**config.mk**
```make
export PLATFORM = sky130hd
export DESIGN_NAME = multilevel_feedback_scheduler_top
export DESIGN_NICKNAME = d
export VERILOG_FILES = /design/src/rtl/mlfq_pkg.sv /design/src/rtl/multilevel_feedback_scheduler_top.sv
export SDC_FILE = /design/constraint.sdc
export NUM_CORES = 2
export LEC_CHECK = 0
export BUFFER_PORTS_ARGS = -buffer_cell sky130_fd_sc_hd__buf_4
export CAP_MARGIN = 20
export CORE_MARGIN = 1
export CORE_UTILIZATION = 33
export CTS_CLUSTER_SIZE = 16
export DETAILED_ROUTE_END_ITERATION = 8
export PLACE_DENSITY = 0.51
export SLEW_MARGIN = 20
export SYNTH_ARGS = -nofsm -noshare
export SYNTH_HDL_FRONTEND = slang
export SYNTH_MEMORY_MAX_BITS = 65536
export SYNTH_SLANG_ARGS = --single-unit
```
**constraint.sdc**
```tcl
create_clock -name clock -period 17.7 [get_ports clock]
set_input_delay 3.54 -clock clock [delete_from_list [all_inputs] [get_ports clock]]
set_output_delay 3.54 -clock clock [all_outputs]
set_load 0.02 [all_outputs]
```
**src/rtl/mlfq_pkg.sv**
```systemverilog
package mlfq_pkg;

   localparam int MaxProcs  = 32;
   localparam int IdBits    = 16;
   localparam int SlotBits  = $clog2(MaxProcs);
   localparam int CountBits = $clog2(MaxProcs + 1);

   localparam logic [31:0] QuantumHighReset = 32'd10000000;
   localparam logic [31:0] QuantumMidReset  = 32'd20000000;
   localparam logic [31:0] QuantumLowReset  = 32'd40000000;
   localparam logic [7:0]  BlockSecReset    = 8'd1;
   localparam logic [5:0]  MaxActiveReset   = 6'd32;

   typedef enum logic [1:0] {
      MODE_ADMIT  = 2'd0,
      MODE_SELECT = 2'd1,
      MODE_REPORT = 2'd2,
      MODE_TICK   = 2'd3
   } mode_type;

   typedef enum logic [1:0] {
      OUT_TERM    = 2'd0,
      OUT_FULL_Q  = 2'd1,
      OUT_BLOCKED = 2'd2
   } outcome_type;

   typedef enum logic [2:0] {
      ST_OK       = 3'd0,
      ST_NONE     = 3'd1,
      ST_LIMIT    = 3'd2,
      ST_NOT_HEAD = 3'd3,
      ST_FULL     = 3'd4
   } status_type;

   typedef enum logic [2:0] {
      CSR_QHIGH  = 3'd0,
      CSR_QMID   = 3'd1,
      CSR_QLOW   = 3'd2,
      CSR_BLOCK  = 3'd3,
      CSR_MAXACT = 3'd4
   } csr_type;

   typedef enum logic [2:0] {
      S_IDLE,
      S_FRONT,
      S_DECIDE,
      S_SCAN_RD,
      S_SCAN_CHK,
      S_DONE
   } state_type;

endpackage

```
**src/rtl/multilevel_feedback_scheduler_top.sv**
```systemverilog
// Three-level feedback scheduler with a blocked list.
// Command channel: req_* fields are taken at a clock edge where start is
// high and busy is low; busy stays high until the cycle the result is shown.
// Result channel: rsp_valid is high for exactly one cycle with rsp_status
// and the other rsp_* fields; the receiver cannot stall it.
// Config channel: csr_valid/csr_ready with csr_index and csr_data; csr_ready
// is always high. Write only while busy is low.
// Sequence: admit, select and report pass a front read state and a decision
// state, then show the result, and the next command can be taken at the edge
// that ends the result cycle, so a new command waits until the last result is
// shown. A tick walks the 32 blocked slots with a read state and a compare
// state for each, then a closing state, and then shows its result; no new
// command is taken until the tick's result is shown.
// Reset clears the queue pointers, blocked valid bits, active count and
// the configuration registers to their defaults. The ready queues and the
// blocked memories themselves are not cleared; only written entries are read.
module multilevel_feedback_scheduler_top
   import mlfq_pkg::*;
(
   input  logic        clock,
   input  logic        reset,
   input  logic        start,
   output logic        busy,
   input  logic [1:0]  req_mode,
   input  logic [15:0] req_proc_id,
   input  logic [1:0]  req_outcome,
   input  logic [31:0] req_now_sec,
   input  logic [29:0] req_now_ns,
   output logic        rsp_valid,
   output logic [2:0]  rsp_status,
   output logic [15:0] rsp_chosen_id,
   output logic [1:0]  rsp_chosen_level,
   output logic [31:0] rsp_slice_ns,
   output logic [5:0]  rsp_released_count,
   input  logic        csr_valid,
   output logic        csr_ready,
   input  logic [2:0]  csr_index,
   input  logic [31:0] csr_data
);

   // configuration
   logic [31:0] qhigh_ff, qmid_ff, qlow_ff;
   logic [7:0]  blksec_ff;
   logic [5:0]  maxact_ff;

   assign csr_ready = 1'b1;

   always_ff @(posedge clock) begin
      if (reset) begin
         qhigh_ff  <= QuantumHighReset;
         qmid_ff   <= QuantumMidReset;
         qlow_ff   <= QuantumLowReset;
         blksec_ff <= BlockSecReset;
         maxact_ff <= MaxActiveReset;
      end else if (csr_valid) begin
         case (csr_type'(csr_index))
            CSR_QHIGH:  qhigh_ff  <= csr_data;
            CSR_QMID:   qmid_ff   <= csr_data;
            CSR_QLOW:   qlow_ff   <= csr_data;
            CSR_BLOCK:  blksec_ff <= csr_data[7:0];
            CSR_MAXACT: maxact_ff <= csr_data[5:0];
            default: ;
         endcase
      end
   end

   // memories
   logic [IdBits-1:0] qmem_top [MaxProcs];
   logic [IdBits-1:0] qmem_mid [MaxProcs];
   logic [IdBits-1:0] qmem_low [MaxProcs];
   logic [IdBits-1:0] bmem_id  [MaxProcs];
   logic [31:0]       bmem_sec [MaxProcs];
   logic [29:0]       bmem_ns  [MaxProcs];

   // queue pointers and control state
   logic [SlotBits-1:0]  head_ff [3];
   logic [SlotBits-1:0]  tail_ff [3];
   logic [CountBits-1:0] cnt_ff  [3];
   logic [MaxProcs-1:0]  bvalid_ff;
   logic [5:0]           active_ff;
   state_type            state_ff, state_in;

   // latched command
   logic [1:0]        mode_ff;
   logic [IdBits-1:0] id_ff;
   logic [1:0]        outc_ff;
   logic [31:0]       nsec_ff;
   logic [29:0]       nns_ff;

   // registered memory reads
   logic [IdBits-1:0] front_ff [3];
   logic [IdBits-1:0] rd_id_ff;
   logic [31:0]       rd_sec_ff;
   logic [29:0]       rd_ns_ff;

   logic [SlotBits:0] scan_ff;
   logic [5:0]        rel_ff;

   // output registers
   logic        rv_ff;
   logic [2:0]  rst_ff;
   logic [15:0] rid_ff;
   logic [1:0]  rlev_ff;
   logic [31:0] rsl_ff;

   assign busy               = (state_ff != S_IDLE);
   assign rsp_valid          = rv_ff;
   assign rsp_status         = rst_ff;
   assign rsp_chosen_id      = rid_ff;
   assign rsp_chosen_level   = rlev_ff;
   assign rsp_slice_ns       = rsl_ff;
   assign rsp_released_count = rel_ff;

   // decision logic
   logic [1:0] found;
   logic       hit;
   logic       free_any;
   logic [SlotBits-1:0] free_slot;
   logic [32:0] until_sum;
   logic [31:0] until_sec;
   logic        due;
   logic        full_top;

   always_comb begin
      hit   = 1'b0;
      found = 2'd0;
      for (int lv = 2; lv >= 0; lv--) begin
         if (cnt_ff[lv] != '0 && front_ff[lv] == id_ff) begin
            hit   = 1'b1;
            found = 2'(lv);
         end
      end
      free_any  = 1'b0;
      free_slot = '0;
      for (int k = MaxProcs - 1; k >= 0; k--) begin
         if (!bvalid_ff[k]) begin
            free_any  = 1'b1;
            free_slot = SlotBits'(k);
         end
      end
      until_sum = {1'b0, nsec_ff} + {25'd0, blksec_ff};
      until_sec = until_sum[32] ? 32'hFFFF_FFFF : until_sum[31:0];
      due = (nsec_ff > rd_sec_ff) || (nsec_ff == rd_sec_ff && nns_ff >= rd_ns_ff);
      full_top = (cnt_ff[0] >= CountBits'(MaxProcs));
   end

   // next state
   always_comb begin
      state_in = state_ff;
      case (state_ff)
         S_IDLE:     if (start) state_in = (mode_type'(req_mode) == MODE_TICK)
                                          ? S_SCAN_RD : S_FRONT;
         S_FRONT:    state_in = S_DECIDE;
         S_DECIDE:   state_in = S_IDLE;
         S_SCAN_RD:  state_in = S_SCAN_CHK;
         S_SCAN_CHK: state_in = (scan_ff == (SlotBits+1)'(MaxProcs - 1))
                                ? S_DONE : S_SCAN_RD;
         S_DONE:     state_in = S_IDLE;
         default:    state_in = S_IDLE;
      endcase
   end

   always_ff @(posedge clock) begin
      if (reset) state_ff <= S_IDLE;
      else       state_ff <= state_in;
   end

   // memory reads, registered
   always_ff @(posedge clock) begin
      front_ff[0] <= qmem_top[head_ff[0]];
      front_ff[1] <= qmem_mid[head_ff[1]];
      front_ff[2] <= qmem_low[head_ff[2]];
      rd_id_ff    <= bmem_id [scan_ff[SlotBits-1:0]];
      rd_sec_ff   <= bmem_sec[scan_ff[SlotBits-1:0]];
      rd_ns_ff    <= bmem_ns [scan_ff[SlotBits-1:0]];
   end

   // queue writes: one push per cycle, to a single level
   logic              push_en;
   logic [1:0]        push_lv;
   logic [IdBits-1:0] push_id;
   logic              pop_en;
   logic [1:0]        pop_lv;
   logic              bwr_en;

   always_comb begin
      push_en = 1'b0; push_lv = 2'd0; push_id = id_ff;
      pop_en  = 1'b0; pop_lv  = found;
      bwr_en  = 1'b0;
      if (state_ff == S_DECIDE) begin
         case (mode_type'(mode_ff))
            MODE_ADMIT:
               if (active_ff < maxact_ff && !full_top) push_en = 1'b1;
            MODE_REPORT:
               if (hit) begin
                  case (outcome_type'(outc_ff))
                     OUT_TERM: pop_en = 1'b1;
                     OUT_FULL_Q:
                        if (found == 2'd2) begin
                           pop_en = 1'b1; push_en = 1'b1; push_lv = 2'd2;
                        end else if (cnt_ff[found + 2'd1] < CountBits'(MaxProcs)) begin
                           pop_en = 1'b1; push_en = 1'b1; push_lv = found + 2'd1;
                        end
                     OUT_BLOCKED:
                        if (free_any) begin
                           pop_en = 1'b1; bwr_en = 1'b1;
                        end
                     default: ;
                  endcase
               end
            default: ;
         endcase
      end else if (state_ff == S_SCAN_CHK) begin
         if (bvalid_ff[scan_ff[SlotBits-1:0]] && due && !full_top) begin
            push_en = 1'b1; push_id = rd_id_ff;
         end
      end
   end

   always_ff @(posedge clock) begin
      if (push_en) begin
         case (push_lv)
            2'd0:    qmem_top[tail_ff[0]] <= push_id;
            2'd1:    qmem_mid[tail_ff[1]] <= push_id;
            default: qmem_low[tail_ff[2]] <= push_id;
         endcase
      end
      if (bwr_en) begin
         bmem_id [free_slot] <= id_ff;
         bmem_sec[free_slot] <= until_sec;
         bmem_ns [free_slot] <= nns_ff;
      end
   end

   // pointers, valid bits, counters, results
   always_ff @(posedge clock) begin
      if (reset) begin
         for (int lv = 0; lv < 3; lv++) begin
            head_ff[lv] <= '0; tail_ff[lv] <= '0; cnt_ff[lv] <= '0;
         end
         bvalid_ff <= '0;
         active_ff <= '0;
         rv_ff     <= 1'b0;
         scan_ff   <= '0;
         rel_ff    <= '0;
      end else begin
         rv_ff <= 1'b0;
         if (pop_en) begin
            head_ff[pop_lv] <= head_ff[pop_lv] + 1'b1;
         end
         if (push_en) begin
            tail_ff[push_lv] <= tail_ff[push_lv] + 1'b1;
         end
         for (int lv = 0; lv < 3; lv++) begin
            if ((push_en && push_lv == 2'(lv)) && !(pop_en && pop_lv == 2'(lv)))
               cnt_ff[lv] <= cnt_ff[lv] + 1'b1;
            else if (!(push_en && push_lv == 2'(lv)) && (pop_en && pop_lv == 2'(lv)))
               cnt_ff[lv] <= cnt_ff[lv] - 1'b1;
         end
         if (bwr_en) bvalid_ff[free_slot] <= 1'b1;

         case (state_ff)
            S_IDLE:
               if (start) begin
                  mode_ff <= req_mode;
                  id_ff   <= req_proc_id;
                  outc_ff <= req_outcome;
                  nsec_ff <= req_now_sec;
                  nns_ff  <= req_now_ns;
                  scan_ff <= '0;
                  rel_ff  <= '0;
               end
            S_DECIDE: begin
               rv_ff   <= 1'b1;
               rst_ff  <= ST_OK;
               rid_ff  <= '0;
               rlev_ff <= '0;
               rsl_ff  <= '0;
               rel_ff  <= '0;
               case (mode_type'(mode_ff))
                  MODE_ADMIT:
                     if (active_ff >= maxact_ff) rst_ff <= ST_LIMIT;
                     else if (full_top)          rst_ff <= ST_FULL;
                     else                        active_ff <= active_ff + 6'd1;
                  MODE_SELECT:
                     if (cnt_ff[0] != '0) begin
                        rid_ff <= front_ff[0]; rlev_ff <= 2'd0; rsl_ff <= qhigh_ff;
                     end else if (cnt_ff[1] != '0) begin
                        rid_ff <= front_ff[1]; rlev_ff <= 2'd1; rsl_ff <= qmid_ff;
                     end else if (cnt_ff[2] != '0) begin
                        rid_ff <= front_ff[2]; rlev_ff <= 2'd2; rsl_ff <= qlow_ff;
                     end else begin
                        rst_ff <= ST_NONE;
                     end
                  MODE_REPORT:
                     if (!hit) rst_ff <= ST_NOT_HEAD;
                     else begin
                        case (outcome_type'(outc_ff))
                           OUT_TERM:
                              if (active_ff != '0) active_ff <= active_ff - 6'd1;
                           OUT_FULL_Q:
                              if (found != 2'd2 &&
                                  cnt_ff[found + 2'd1] >= CountBits'(MaxProcs))
                                 rst_ff <= ST_FULL;
                           OUT_BLOCKED:
                              if (!free_any) rst_ff <= ST_FULL;
                           default: ;
                        endcase
                     end
                  default: ;
               endcase
            end
            S_SCAN_CHK: begin
               if (push_en) begin
                  bvalid_ff[scan_ff[SlotBits-1:0]] <= 1'b0;
                  if (rel_ff != 6'd63) rel_ff <= rel_ff + 6'd1;
               end
               scan_ff <= scan_ff + 1'b1;
            end
            S_DONE: begin
               rv_ff   <= 1'b1;
               rst_ff  <= ST_OK;
               rid_ff  <= '0;
               rlev_ff <= '0;
               rsl_ff  <= '0;
            end
            default: ;
         endcase
      end
   end

endmodule
```
---- Yosys cells after proc, flatten, opt, wreduce, memory -nomap -nowiden ----
Memory sizes are Yosys's and may differ from the RTL's. A register that Yosys moved wholly into a read port is not among the register bits.
Cells that the tools add are included.
word-level totals
  flip-flop bits (word level) ............. 299
  bits in writable memories ............... 4128
  input bits .............................. 121
  output and inout bits ................... 62
  logic and storage cells ................. 359
  memories kept ........................... 10
cells by class
  add/subtract/negate cells ............... 14
  $lt $le $gt $ge ......................... 11
  equality and inequality tests ........... 33
  multiplexer cells ....................... 202
  bitwise logic cells ..................... 10
  reductions and logical operators ........ 59
memories
  memory           words  width  rd ports  clocked after memory_dff  wr ports  line                                     RTL
  bmem_sec         32     32     1         1                         1         multilevel_feedback_scheduler_top.sv:72  logic [31:0] bmem_sec [MaxProcs];
  bmem_ns          32     30     1         1                         1         multilevel_feedback_scheduler_top.sv:73  logic [29:0] bmem_ns [MaxProcs];
  bmem_id          32     16     1         1                         1         multilevel_feedback_scheduler_top.sv:71  logic [IdBits-1:0] bmem_id [MaxProcs];
  qmem_low         32     16     1         0                         1         multilevel_feedback_scheduler_top.sv:70  logic [IdBits-1:0] qmem_low [MaxProcs];
  qmem_mid         32     16     1         0                         1         multilevel_feedback_scheduler_top.sv:69  logic [IdBits-1:0] qmem_mid [MaxProcs];
  qmem_top         32     16     1         0                         1         multilevel_feedback_scheduler_top.sv:68  logic [IdBits-1:0] qmem_top [MaxProcs];
  4 more memories  --     --     --        --                        --        --
operators by type and width
  kind                 count
  $mux 32              9
  $mux 5               34
  $mux 16              7
  $mux 1               100
  $mux 6               14
  $pmux 32 s2          1
  $eq 16x16->1         3
  $add 6x1->6 const B  6
  $add 32x8->33        1
  $and 32x32->32       1
  $eq 32x32->1         1
  $gt 32x32->1         1
  $mux 2               16
  $not 32->32          1
  $or 32x32->32        1
  $pmux 16 s2          1
  $ge 30x30->1         1
  $pmux 6 s2           2
  $reduce_bool 6->1    4
  $sub 6x1->6 const B  4
  $logic_and 1x1->1    22
  $mux 3               7
  $pmux 6 s3           1
  $ne 2x2->1 const B   7
  38 further kinds     84

---- Logic depth before layout (Yosys ltp) ----
  depth after elaboration ................. 45
  depth in mapped cells ................... 19
  gate-level depth less buffers ........... 18

---- Worst setup path after synthesis ----
No wires, ideal clock.
  kind .................................... register -> register
  start ................................... reg id_ff[0]
  end ..................................... mem bmem_id[22][0], enable pin
  setup time .............................. 0.612 ns
  arrival time ............................ 7.670 ns
  data required time ...................... 17.088 ns
  setup slack ............................. 9.418 ns
  cell stages (with the launch flop) ...... 9
  buffers on the path ..................... 1
  period minus slack after synthesis ...... 8.282 ns
  cell sequence ........................... edfxtp_1 xor2_1 nor4_1 nand3_1 or3_4 nand3_2 or3b_1 clkbuf_1 nor3_1
between the ends
  longest elaborated chain between the ends .. 10
  elaborated cells on any way between the ends .. 14
  classes of those cells .................. 3 x eq/ne; 8 x mux; 3 x reduce/logical
ends and longest elaborated chain
  item                              line                                      RTL
  start, declared                   multilevel_feedback_scheduler_top.sv:85   logic [IdBits-1:0] id_ff;
  start signal, assigned            multilevel_feedback_scheduler_top.sv:266  id_ff <= req_proc_id;
  $eq 16x16->1                      multilevel_feedback_scheduler_top.sv:128  if (cnt_ff[lv] != '0 && front_ff[lv] == id_ff) begin
  $logic_and 1x1->1                 multilevel_feedback_scheduler_top.sv:128
  $mux 1 (2 in series)              multilevel_feedback_scheduler_top.sv:128
  $mux 1 (*)                        multilevel_feedback_scheduler_top.sv:128
  $mux 1 (*)                        multilevel_feedback_scheduler_top.sv:195  if (hit) begin
  $mux 1 (*)                        multilevel_feedback_scheduler_top.sv:191  case (mode_type'(mode_ff))
  $mux 1 (*)                        multilevel_feedback_scheduler_top.sv:190  if (state_ff == S_DECIDE) begin
  $mux 1 (*)                        multilevel_feedback_scheduler_top.sv:228  if (bwr_en) begin
  $mux 1 (implied by the code) (*)  multilevel_feedback_scheduler_top.sv:229  bmem_id [free_slot] <= id_ff;
  end, declared                     multilevel_feedback_scheduler_top.sv:71
Every way passes the cells marked *; elsewhere a longest branch is shown, timed or not.

==> results.yml <==
grt:
  grt_overflow: 0
  grt_pass1_vias: 88500
  antenna_found_initial: 24
  grt_pass1_wl_mm: 687
  grt_max_degree: 140
  grt.total_usage_pct: 18.2
routing:
  dr_wl_met3_mm: 28.6
  wl_mm: 491
  vias: 86300
  dr.pass1.iters: 7
  wl_met2_mm: 243
  m1WireLength_mm: 208
  drt-initial-drc-count: 9742
  dr.max_layer_used: "met4"
  via_per_inst: 5.38
  routedWlPerCell_um: 30.6
  final_antenna_net_count: 0
  drc_errors: 0
logic_synthesis:
  yosysUniqueCellTypes: 83
  postSynthAreaPerCell_um2: 21.1
  synthCells: 8176
  syn-num-nets: 8402
  synth_top_area_share_pct: 73.5
  async_reset_ff_share_pct: 0
  synth_seq_cells: 4505
  synth_area_leader_cell: "edfxtp_1"
  synth_edf_count: 4215
  ys_warn_count: 0
  synth_area_mm2: 0.172
  synth.area.top_cells: "edfxtp_1, mux4_2, dfxtp_1"
  synth-main-ff-cell: "edfxtp_1"
  yosysSeqAreaShare_pct: 76.8
floorplanning:
  die_h_um: 725
  row_count: 265
  initial_core_util_pct: 33.1
  die_w_um: 725
  die_area_mm2: 0.525
  core-area_mm2: 0.520
  io_pins: 183
min_path:
  min_to: "qlow_ff[7]$_SDFFE_PP0P_"
  hp-class: "reg2reg"
  hold_depth: 2
  hp-start: "qlow_ff[7]$_SDFFE_PP0P_"
worst_setup_path:
  timing.rr.start: "nns_ff[7]$_DFFE_PP_"
  critPathKind: "reg2reg"
  arrival_ns: 6.82
  ff2ff_path_depth: 11
  cp_common_cell: "o211ai_1"
  slowest_delay_ns: 0.99
  cp_cell_sequence: "ha_1, a211oi_1, o211ai_1, a2111oi_0, o211ai_1, a211oi_2, nor3b_2, a21oi_2, o31ai_2, nor2_1, a21oi_1"
  required_ns: 18.35
  cp-end-kind: "register"
  timing.rr.end: "cnt_ff[2][0]$_DFFE_PP_"
  path_buf_inv: 0
  slowest_stage: "edfxtp_1"
  worstPathMaxFanout: 33
  rrSetupSlack_ns: 11.54
  cp_top_family: "compound AO/OA/AOI/OAI gates"
  cp-start-kind: "register"
timing:
  worst_slack_ns: 11.54
  setup_viol: 0
  max_slew.worst_pin.slew_ns: 1.17
  slew_headroom_pct: 22.2
  finalMaxSlewViolations: 0
  max_freq_mhz: 162
  period_minus_slack_ns: 6.16
  rsz0062_at_grt: "false"
  timing.final.crit_share_pct: 34.8
  fin_setup_tns_ns: 0
  skew_ns: 0.112
  final_hold_viol_count: 0
clocking:
  htreeDepth: 5
  root_buffer: "clkbuf_16"
  cts_tree: "built"
  cts_num_sinks: 4505
  cts_resized: 0
  path_clk_slew_ns: 0.06
  post_cts_buffers: 0
  insertion_delay_ns: 1.05
  clockBufferDepth: 4
  numCtsBuffers: 459
  hold_buffers: 0
power_and_ir_drop:
  p_per_area_mw_per_mm2: 109
  p_leak_nw: 61.0
  max-vdd-ir-drop_mv: 0.0923
  p_total_mw: 21.7
layout:
  layout-drive-gt1-share_pct: 26.7
  fin_nets: 8910
  areaGrowthSynthToFinish_pct: 15.3
  stdcell_count: 16000
  nFillCells: 46600
place:
  gp_congestion: 0.809
  detailed_place_hpwl_mm: 260
  dp.cells: 15200
  port_buffers: 181
  pre_cts_ws_ns: 10.69
outcome:
  status: "complete, no violations"
run:
  cap_violations: 0
logic make-up after synthesis:
logic type | synth area share, %
AO/OA/AOI/OAI | 2.93
XOR/XNOR | 0.458
adder cells (fa/ha/maj) | 0.780
buffers and inverters | 1.26
flip-flops | 76.8
multiplexers | 15.0
other | 0.00218
AND/OR/NAND/NOR | 2.73
routing by layer:
layer / vias to the layer above / track usage, %
met5: - / 0
met4: 0 / 4.11
met2: 3069 / 30.8
li1: 35200 / -
met1: 47400 / 25.1
met3: 677 / 2.46
layout make-up:
type	count	area, um^2	area share, %
sequential	4505	132000	66.6
multi-input combinational	3102	38300	19.3
clock buffer	633	12600	6.36
tap	6942	8690	4.37
timing repair buffer	483	3940	1.98
clock inverter	220	2160	1.09
inverter	133	499	0.251
antenna	8	20.0	0.0101
registers in the layout, indices dropped and copies added, names as in the netlist, 16 cells and up:
name           flops
bmem_id          512
bmem_ns          960
bmem_sec        1024
bvalid_ff         32
cnt_ff            18
front_ff          48
id_ff             16
nns_ff            30
nsec_ff           32
qhigh_ff          32
qlow_ff           32
qmem_low         512
qmem_mid         512
qmem_top         512
qmid_ff           32
rd_id_ff          16
rd_ns_ff          30
rd_sec_ff         32
rsp_chosen_id     16
rsp_slice_ns      32
how the worst max path moves through the flow:
| stage | start | end | slack (ns) | cells past startpoint |
|---|---|---|---|---|
| floorplan | id_ff[0]$_DFFE_PP_ | bmem_id[22][0]$_DFFE_PP_ | 9.42 | 8 |
| global placement | reset | cnt_ff[2][0]$_DFFE_PP_ | 10.83 | 8 |
| detailed placement | reset | cnt_ff[2][0]$_DFFE_PP_ | 10.69 | 8 |
| CTS | nns_ff[7]$_DFFE_PP_ | cnt_ff[2][0]$_DFFE_PP_ | 11.37 | 11 |
| global route | nns_ff[7]$_DFFE_PP_ | cnt_ff[2][0]$_DFFE_PP_ | 11.07 | 11 |
| finish | nns_ff[7]$_DFFE_PP_ | cnt_ff[2][0]$_DFFE_PP_ | 11.54 | 11 |
where the power goes:
part	leakage [nW]	total, mW	internal, mW	switching [mW]
Sequential	40.4	11.7	11.7	0.0493
Combinational	13.4	0.501	0.170	0.331
Clock	7.22	9.53	5.41	4.12
Total	61.0	21.7	17.2	4.50
per-stage QoR:
step           area [um^2]  util, %  hold WS, ns
4_1_cts             198000     38.1        0.454
6_report            199000     38.2        0.454
3_5_place_dp        183000     35.3        0.446
3_3_place_gp        183000     35.3        0.442
2_1_floorplan       172000        -        0.436
5_1_grt             199000     38.2        0.476
synthesized netlist by cell type, drive strengths merged (7+ instances only):
master     n
a211oi    27
a21o      19
a21oi    181
a221oi    39
a222oi    12
a22oi    317
a31oi     13
and2      15
and3      21
buf      148
clkbuf   288
dfxtp    290
edfxtp  4215
ha       101
inv      132
mux2      67
mux2i     12
mux4    1109
nand2    302
nand2b     8
nand3     70
nand3b    14
nand4    119
nor2     267
nor2b     13
nor3      74
nor3b      9
nor4      22
o211ai    11
o21a      23
o21ai     42
o22ai      8
o31ai      7
or2       13
or3       18
or3b       7
xnor2     59
xor2      31
worst min-delay path, stage by stage, from the launching register on:
cell     delay [ns]
dfxtp_1        0.31
nand2_1        0.05
a21oi_1        0.05
cell usage in the layout, fill, tap and decap left out, drive strengths merged, types with 39 or more instances in the layout:
cell / count
a21oi: 181
a221oi: 39
a22oi: 317
buf: 482
clkbuf: 634
clkinv: 170
dfxtp: 290
edfxtp: 4215
ha: 101
inv: 143
mux2: 67
mux4: 1109
nand2: 302
nand3: 70
nand4: 119
nor2: 267
nor3: 74
o21ai: 42
xnor2: 59
(Power assumes the default switching activity.)
